===== src/rtl/qrdec_pkg.sv =====
// Package: shared constants, types and syndrome helpers for the QR(16,7,6) decoder.
`timescale 1ns / 1ps
package qrdec_pkg;

   localparam int unsigned CW_W      = 17;   // cyclic word width
   localparam int unsigned RX_W      = 16;   // received word width
   localparam int unsigned DATA_W    = 7;    // data bits
   localparam int unsigned CNT_W     = 5;    // error count / counter width
   localparam int unsigned STATUS_W  = 2;
   localparam int unsigned PARITY_POS = 15;

   localparam logic [8:0] GEN_POLY = 9'h139;

   // search bounds: rotations per pass, passes (base pass plus one per flipped bit)
   localparam logic [CNT_W-1:0] LAST_ROT  = CNT_W'(CW_W - 1);
   localparam logic [CNT_W-1:0] LAST_PASS = CNT_W'(CW_W);

   // status codes
   localparam logic [STATUS_W-1:0] STATUS_OK       = 2'd0;
   localparam logic [STATUS_W-1:0] STATUS_PARITY   = 2'd1;
   localparam logic [STATUS_W-1:0] STATUS_SYNDROME = 2'd2;

   // result of one trap step
   typedef struct packed {
      logic [CW_W-1:0]  syn;       // syndrome of the current word
      logic [CNT_W-1:0] weight;    // syndrome weight
      logic [CW_W-1:0]  cw_rotl;   // word rotated left by one
      logic [CW_W-1:0]  cw_fixed;  // (word ^ syndrome) rotated back
   } trap_type;

   // syndrome over a 17-bit word: seven divide steps, left-aligned to bit 7
   function automatic logic [CW_W-1:0] syn17(input logic [CW_W-1:0] x);
      logic [CW_W-1:0] v;
      v = x;
      for (int k = 0; k < DATA_W; k++) begin
         if (v[0]) begin
            v = v ^ CW_W'(GEN_POLY);
         end
         v = v >> 1;
      end
      return {v[CW_W-DATA_W-1:0], {DATA_W{1'b0}}};
   endfunction

   // population count of a 17-bit word
   function automatic logic [CNT_W-1:0] pop17(input logic [CW_W-1:0] x);
      logic [CNT_W-1:0] c;
      c = '0;
      for (int k = 0; k < CW_W; k++) begin
         c = c + CNT_W'(x[k]);
      end
      return c;
   endfunction

endpackage


===== src/rtl/qrdec_req_if.sv =====
// Interface: request channel carrying one received word per transaction.
`timescale 1ns / 1ps
interface qrdec_req_if;
   logic                         valid;
   logic                         ready;
   logic [qrdec_pkg::RX_W-1:0]   received_word;

   modport source (output valid, output received_word, input ready);
   modport sink   (input valid, input received_word, output ready);
endinterface


===== src/rtl/qrdec_rsp_if.sv =====
// Interface: response channel carrying one decode result per transaction.
`timescale 1ns / 1ps
interface qrdec_rsp_if;
   logic                              valid;
   logic                              ready;
   logic [qrdec_pkg::CW_W-1:0]        decoded_word;
   logic [qrdec_pkg::DATA_W-1:0]      data_bits;
   logic [qrdec_pkg::CNT_W-1:0]       error_count;
   logic [qrdec_pkg::STATUS_W-1:0]    status;

   modport source (output valid, output decoded_word, output data_bits,
                   output error_count, output status, input ready);
   modport sink   (input valid, input decoded_word, input data_bits,
                   input error_count, input status, output ready);
endinterface


===== src/rtl/qrdec_trap_unit.sv =====
// Shared trap unit: syndrome, weight, rotate and error-trap correction of one word.
`timescale 1ns / 1ps
module qrdec_trap_unit (
   input  logic [qrdec_pkg::CW_W-1:0]  cw,
   input  logic [qrdec_pkg::CNT_W-1:0] rot_cnt,
   output qrdec_pkg::trap_type         trap
);
   import qrdec_pkg::*;

   logic [CW_W-1:0]   syn;
   logic [CW_W-1:0]   fixed_pre;
   logic [2*CW_W-1:0] dbl;

   // syndrome and its weight
   assign syn = syn17(cw);

   // trapped error removed, then undo rot_cnt left rotations
   assign fixed_pre = cw ^ syn;
   assign dbl       = {fixed_pre, fixed_pre} >> rot_cnt;

   always_comb begin
      trap.syn      = syn;
      trap.weight   = pop17(syn);
      trap.cw_rotl  = {cw[CW_W-2:0], cw[CW_W-1]};
      trap.cw_fixed = dbl[CW_W-1:0];
   end

endmodule


===== src/rtl/qr_16_7_6_decoder_unit.sv =====
// Top level: QR(16,7,6) decoder with iterative rotate-and-trap search.
// Correct mode: response valid once the search after the request succeeds or is exhausted;
//   one rotation step per cycle through the shared trap unit, up to 18 passes of 17 steps.
// Detect mode: response valid in the cycle after the request transaction.
// Throughput: one word at a time; ready again the cycle after the response is taken.
// Reset (synchronous, active high): idle, no response pending, correct_ff = 1.
`timescale 1ns / 1ps
module qr_16_7_6_decoder_unit (
   input  logic                 clock,
   input  logic                 reset,
   qrdec_req_if.sink            req_ch,
   qrdec_rsp_if.source          rsp_ch,
   input  logic                 csr_wr_en,
   input  logic                 csr_wr_data
);
   import qrdec_pkg::*;

   typedef enum logic [2:0] {
      ST_IDLE   = 3'b001,
      ST_SEARCH = 3'b010,
      ST_DONE   = 3'b100
   } state_type;

   // control registers
   state_type         state_ff, state_in;
   logic              correct_ff;
   logic [CNT_W-1:0]  pass_ff, pass_in;
   logic [CNT_W-1:0]  rot_ff, rot_in;

   // payload registers
   logic [CW_W-1:0]     saved_ff, saved_in;
   logic                pbit_ff, pbit_in;
   logic [CW_W-1:0]     cw_ff, cw_in;
   logic [CW_W-1:0]     mask_ff, mask_in;
   logic [CNT_W-1:0]    errs_ff, errs_in;
   logic [CW_W-1:0]     dec_ff, dec_in;
   logic [STATUS_W-1:0] status_ff, status_in;

   trap_type          trap;
   logic [CNT_W-1:0]  limit;
   logic              finish;
   logic [CW_W-1:0]   result;
   logic [CW_W-1:0]   rx_strip;
   logic [CW_W-1:0]   rx_word;

   qrdec_trap_unit u_trap (
      .cw      (cw_ff),
      .rot_cnt (rot_ff),
      .trap    (trap)
   );

   assign rx_word  = CW_W'(req_ch.received_word);
   assign rx_strip = {2'b00, req_ch.received_word[PARITY_POS-1:0]};

   // handshake and response payload
   assign req_ch.ready        = (state_ff == ST_IDLE);
   assign rsp_ch.valid        = (state_ff == ST_DONE);
   assign rsp_ch.decoded_word = dec_ff;
   assign rsp_ch.data_bits    = dec_ff[DATA_W-1:0];
   assign rsp_ch.error_count  = errs_ff;
   assign rsp_ch.status       = status_ff;

   // accepted weight: two on the base pass, one on flip passes
   assign limit = (pass_ff == '0) ? CNT_W'(2) : CNT_W'(1);

   // sequencer
   always_comb begin
      state_in  = state_ff;
      pass_in   = pass_ff;
      rot_in    = rot_ff;
      saved_in  = saved_ff;
      pbit_in   = pbit_ff;
      cw_in     = cw_ff;
      mask_in   = mask_ff;
      errs_in   = errs_ff;
      dec_in    = dec_ff;
      status_in = status_ff;
      finish    = 1'b0;
      result    = saved_ff;

      case (state_ff)
         ST_IDLE: begin
            if (req_ch.valid) begin
               if (correct_ff) begin
                  saved_in = rx_strip;
                  pbit_in  = req_ch.received_word[PARITY_POS];
                  cw_in    = rx_strip;
                  mask_in  = CW_W'(1);
                  pass_in  = '0;
                  rot_in   = '0;
                  errs_in  = '0;
                  state_in = ST_SEARCH;
               end else begin
                  dec_in = rx_word;
                  if (^req_ch.received_word) begin
                     errs_in   = CNT_W'(1);
                     status_in = STATUS_PARITY;
                  end else if (syn17(rx_strip) != '0) begin
                     errs_in   = CNT_W'(1);
                     status_in = STATUS_SYNDROME;
                  end else begin
                     errs_in   = '0;
                     status_in = STATUS_OK;
                  end
                  state_in = ST_DONE;
               end
            end
         end

         ST_SEARCH: begin
            if ((rot_ff == '0) && (trap.syn == '0)) begin
               // clean word at pass start: taken as it stands
               finish = 1'b1;
               result = cw_ff;
            end else begin
               errs_in = trap.weight;
               if (trap.weight <= limit) begin
                  finish = 1'b1;
                  result = trap.cw_fixed;
                  errs_in = trap.weight + ((pass_ff != '0) ? CNT_W'(1) : CNT_W'(0));
               end else if (rot_ff == LAST_ROT) begin
                  if (pass_ff == LAST_PASS) begin
                     // search exhausted
                     finish = 1'b1;
                     result = saved_ff;
                  end else begin
                     // next pass flips the next bit
                     mask_in = (pass_ff == '0) ? CW_W'(1) : {mask_ff[CW_W-2:0], 1'b0};
                     cw_in   = saved_ff ^ mask_in;
                     pass_in = pass_ff + CNT_W'(1);
                     rot_in  = '0;
                  end
               end else begin
                  cw_in  = trap.cw_rotl;
                  rot_in = rot_ff + CNT_W'(1);
               end
            end
            if (finish) begin
               dec_in    = result | (CW_W'(pbit_ff) << PARITY_POS);
               status_in = (^dec_in) ? STATUS_PARITY : STATUS_OK;
               state_in  = ST_DONE;
            end
         end

         ST_DONE: begin
            if (rsp_ch.ready) begin
               state_in = ST_IDLE;
            end
         end

         default: begin
            state_in = ST_IDLE;
         end
      endcase
   end

   // control state
   always_ff @(posedge clock) begin
      if (reset) begin
         state_ff   <= ST_IDLE;
         correct_ff <= 1'b1;
         pass_ff    <= '0;
         rot_ff     <= '0;
      end else begin
         state_ff <= state_in;
         pass_ff  <= pass_in;
         rot_ff   <= rot_in;
         if (csr_wr_en) begin
            correct_ff <= csr_wr_data;
         end
      end
   end

   // datapath
   always_ff @(posedge clock) begin
      saved_ff  <= saved_in;
      pbit_ff   <= pbit_in;
      cw_ff     <= cw_in;
      mask_ff   <= mask_in;
      errs_ff   <= errs_in;
      dec_ff    <= dec_in;
      status_ff <= status_in;
   end

endmodule

===== src/flat_wrapper.sv =====
// flat-port wrapper written by rule: the top's interface ports become plain ports
module qr_16_7_6_decoder_unit_flat import qrdec_pkg::*;
  (clock, reset, csr_wr_en, csr_wr_data, req_ch_valid, req_ch_received_word, req_ch_ready, rsp_ch_valid, rsp_ch_decoded_word, rsp_ch_data_bits, rsp_ch_error_count, rsp_ch_status, rsp_ch_ready);
  qrdec_req_if req_ch_i ();
  qrdec_rsp_if rsp_ch_i ();
  input  logic clock;
  input  logic reset;
  input  logic csr_wr_en;
  input  logic csr_wr_data;
  input wire logic [$bits(req_ch_i.valid)-1:0] req_ch_valid;
  input wire logic [$bits(req_ch_i.received_word)-1:0] req_ch_received_word;
  output wire logic [$bits(req_ch_i.ready)-1:0] req_ch_ready;
  output wire logic [$bits(rsp_ch_i.valid)-1:0] rsp_ch_valid;
  output wire logic [$bits(rsp_ch_i.decoded_word)-1:0] rsp_ch_decoded_word;
  output wire logic [$bits(rsp_ch_i.data_bits)-1:0] rsp_ch_data_bits;
  output wire logic [$bits(rsp_ch_i.error_count)-1:0] rsp_ch_error_count;
  output wire logic [$bits(rsp_ch_i.status)-1:0] rsp_ch_status;
  input wire logic [$bits(rsp_ch_i.ready)-1:0] rsp_ch_ready;
  assign req_ch_i.valid = req_ch_valid;
  assign req_ch_i.received_word = req_ch_received_word;
  assign req_ch_ready = req_ch_i.ready;
  assign rsp_ch_valid = rsp_ch_i.valid;
  assign rsp_ch_decoded_word = rsp_ch_i.decoded_word;
  assign rsp_ch_data_bits = rsp_ch_i.data_bits;
  assign rsp_ch_error_count = rsp_ch_i.error_count;
  assign rsp_ch_status = rsp_ch_i.status;
  assign rsp_ch_i.ready = rsp_ch_ready;
  qr_16_7_6_decoder_unit u_core (.clock(clock), .reset(reset), .req_ch(req_ch_i), .rsp_ch(rsp_ch_i), .csr_wr_en(csr_wr_en), .csr_wr_data(csr_wr_data));
endmodule

===== config.mk =====
export PLATFORM = sky130hd
export DESIGN_NAME = qr_16_7_6_decoder_unit_flat
export DESIGN_NICKNAME = d
export VERILOG_FILES = /design/src/rtl/qrdec_pkg.sv /design/src/rtl/qrdec_req_if.sv /design/src/rtl/qrdec_rsp_if.sv /design/src/rtl/qrdec_trap_unit.sv /design/src/rtl/qr_16_7_6_decoder_unit.sv /design/src/flat_wrapper.sv
export SDC_FILE = /design/constraint.sdc
export NUM_CORES = 1
export LEC_CHECK = 0
export BUFFER_PORTS_ARGS = -buffer_cell sky130_fd_sc_hd__buf_2
export CAP_MARGIN = 10
export CORE_UTILIZATION = 65
export CTS_BUF_LIST = sky130_fd_sc_hd__clkbuf_4
export DETAILED_ROUTE_END_ITERATION = 8
export PLACE_DENSITY = 0.95
export RECOVER_POWER = 50
export SYNTH_ARGS = -nofsm -noshare
export SYNTH_HDL_FRONTEND = slang
export SYNTH_HIERARCHICAL = 1
export SYNTH_SLANG_ARGS = --single-unit

===== constraint.sdc =====
create_clock -name clock -period 11 [get_ports clock]
set_clock_uncertainty 0.2 [all_clocks]
set_input_delay 0.55 -clock clock [delete_from_list [all_inputs] [get_ports clock]]
set_output_delay 0.55 -clock clock [all_outputs]
set_load 0.03 [all_outputs]

==> impl_metrics.json <==
{
  "status": "finished with violations",
  "violations": "max-capacitance violations, max-slew violations",
  "grt_antenna_before_repair": 0,
  "wl_per_cell_um": 20.10,
  "setup_tns_ns": 0,
  "path_clk_slew_ns": 0.13,
  "cp_data_arrival_time_ns": 7.71,
  "die_area_um2": 10820,
  "mostFrequentLayoutCell": "nand2_1",
  "finalSetupViolCount": 0,
  "hold_violations": 0,
  "layout_common_cells": "nand2_1, edfxtp_1, clkbuf_1, nor2_1, o21ai_0",
  "vias": 5543,
  "fin_nets": 778,
  "worstPathCellList": "xnor3_1, xor2_1, xor2_1, fa_1, fa_1, inv_1, fa_1, ha_1, inv_1, fa_1, inv_1, ha_1, nor2b_4, or4_4, nor2_4, mux2i_1, o21ai_0, xor2_1, xnor3_1, xnor3_1, a21boi_1",
  "top_usage_layer": "met2",
  "grt_max_degree": 44,
  "drc": 0,
  "use_met2_pct": 52.81,
  "root_buffer": "clkbuf_4",
  "drtIter0Drc": 656,
  "min_from": "csr_wr_data",
  "worst_pin_slew_ns": 1.609,
  "cp_num_buf_inv": 3,
  "place_congestion": 0.9412,
  "cp_data_required_time_ns": 11.11,
  "syn_area_um2": 6768,
  "start_kind": "flop",
  "cts.sinks": 87,
  "antenna_cells": 0,
  "rows": 36,
  "postCtsSetupBuffers": 0,
  "io_buffers": 54,
  "first_pass_iters": 5,
  "die_h_um": 104.0,
  "hold_buffers": 0,
  "ios": 55,
  "global_route.usage.met3_pct": 7.268,
  "cts_tree": "yes",
  "slew_headroom_pct": -7.237,
  "path_class": "reg -> reg",
  "start_util_pct": 67.99,
  "cts_buffer_depth": 2,
  "cts_resized": 0,
  "critical-path-slowest-cell": "edfxtp_1",
  "timing.rr.start": "u_core/cw_ff[1]",
  "ys_warn_count": 6,
  "grt_pass1_wl_mm": 27.57,
  "crit_top_cell": "fa_1",
  "h-tree-depth": 3,
  "fin_crit_sh_pct": 69.09,
  "die_x_um": 104.0,
  "ys_ff_latch": 87,
  "drive_gt1_share_pct": 8.637,
  "crit_family": "adder cells",
  "avgSynthCellArea_um2": 9.284,
  "gr-usage-all-layers_pct": 32.90,
  "via_per_inst": 6.342,
  "synth_cells": 729,
  "ys_types": 73,
  "area_growth_pct": 2.644,
  "ant_nets": 0,
  "synth-edff-count": 73,
  "crit_start": "u_core/cw_ff[1]",
  "slew_violations": 37,
  "synth_seq_area_share_pct": 36.53,
  "max_stage_delay_ns": 0.64,
  "rsz0062_at_grt": "false",
  "maxCapViolations": 1,
  "hpwl_mm": 12.90,
  "nFillCells": 758,
  "worstHoldPathType": "in -> reg",
  "crit_fanout": 21,
  "fmax_ghz": 0.1316,
  "end_kind": "flop",
  "drt_wl_total_mm": 17.57,
  "async_flop_share_pct": 0,
  "core_um2": 9955,
  "synth-main-ff-cell": "edfxtp_1",
  "grt_overflow": 0,
  "grt_use_met1_pct": 41.64,
  "clk_latency_ns": 0.46,
  "numCtsBuffers": 9,
  "fin_crit_ns": 7.600,
  "first_global_vias": 5236
}
## area by class of cell
class | count | area (um2) | share of cell area (%)
clock buffers | 12 | 90.09 | 1.297
well taps | 133 | 166.4 | 2.396
repair buffers | 63 | 262.8 | 3.782
multi-input cells | 551 | 3787 | 54.52
flip-flops and latches | 87 | 2472 | 35.59
clock inverters | 4 | 77.57 | 1.117
inverters | 24 | 90.09 | 1.297
## cell families (layout without fill, tap and decap cells)
kind of cell    count (synthesis)  after routing  share of synthesized area [%]
simple gates                  244            244                          17.01
buf+inv                        98            103                          7.913
mux                            39             39                          6.119
fa+ha+maj                      20             20                          4.363
xor+xnor                       94             94                          14.24
other cells                     1              8                        0.05541
flops                          87             87                          36.53
compound gates                146            146                          13.77
## sequential cells by signal, summed over array words and instances, names as in the netlist, 2 cells and up
signal and flops:
u_core/cw_ff 17, u_core/mask_ff 16, u_core/pass_ff 5, u_core/rot_ff 5
u_core/rsp_ch.decoded_word 17, u_core/rsp_ch.error_count 5, u_core/rsp_ch.status 2, u_core/saved_ff 15
u_core/state_ff 3
## per-stage QoR
step | hold slack [ns] | setup WS [ns] | instance area [um2] | cells | utilization, %
final | 0.1019 | 3.400 | 6947 | 874 | 69.78
after global routing | 0.09725 | 3.130 | 6947 | 874 | 69.78
after CTS | 0.08986 | 3.517 | 7012 | 872 | 70.44
after detailed placement | 0.3582 | 3.524 | 6844 | 856 | 68.75
after global placement | 0.3438 | 3.792 | 6844 | 856 | 68.75
after floorplan | 0.3106 | 4.139 | 6794 | 736 | -
## cells in the mapped netlist (all sizes together) (4+ instances only)
cell type | n | area share [%]
nand2 | 93 | 5.2
edfxtp | 73 | 32
o21ai | 54 | 4.0
nor2 | 53 | 3.1
xnor2 | 47 | 6.2
buf | 43 | 4.9
xor2 | 39 | 5.3
a21oi | 35 | 2.6
clkbuf | 31 | 1.7
mux2i | 29 | 4.3
inv | 23 | 1.3
and3 | 21 | 1.9
nor3 | 21 | 1.6
dfxtp | 14 | 4.1
ha | 14 | 2.6
nand3 | 13 | 0.96
mux2 | 9 | 1.5
nand2b | 8 | 0.74
nor2b | 8 | 0.85
nor4 | 7 | 0.65
or2 | 7 | 0.65
fa | 6 | 1.8
o22ai | 6 | 0.65
xnor3 | 6 | 2.0
a21bo | 5 | 0.74
a31oi | 5 | 0.65
nand4 | 5 | 0.46
o21bai | 4 | 0.44
o32ai | 4 | 0.52
## worst paths after layout
check	end	cells after the start	slack [ns]
setup / recovery	u_core/rsp_ch.status[0]	21	3.40
hold / removal	u_core/correct_ff	2	0.10
setup reg to reg	u_core/rsp_ch.status[0]	21	3.40
hold reg to reg	u_core/state_ff[0]	2	0.38
## layer usage
metal  wire length [um]  up-vias
li1                   -     2527
met1               6958     2591
met2               8170      368
met3               1644       57
met4                797        0
met5                  0        -
## worst register-to-register path, cell delays in order, from the launching register on
cell and delay [ns]:
edfxtp_1 0.64, xnor3_1 0.57, xor2_1 0.33, xor2_1 0.27, fa_1 0.48, fa_1 0.50, inv_1 0.06, fa_1 0.54
ha_1 0.20, inv_1 0.07, fa_1 0.53, inv_1 0.07, ha_1 0.34, nor2b_4 0.05, or4_4 0.45, nor2_4 0.57
mux2i_1 0.19, o21ai_0 0.31, xor2_1 0.19, xnor3_1 0.43, xnor3_1 0.34, a21boi_1 0.14
Power is not shown: default switching activity piles up to over one toggle a cycle in this logic, so the estimate is an artifact.
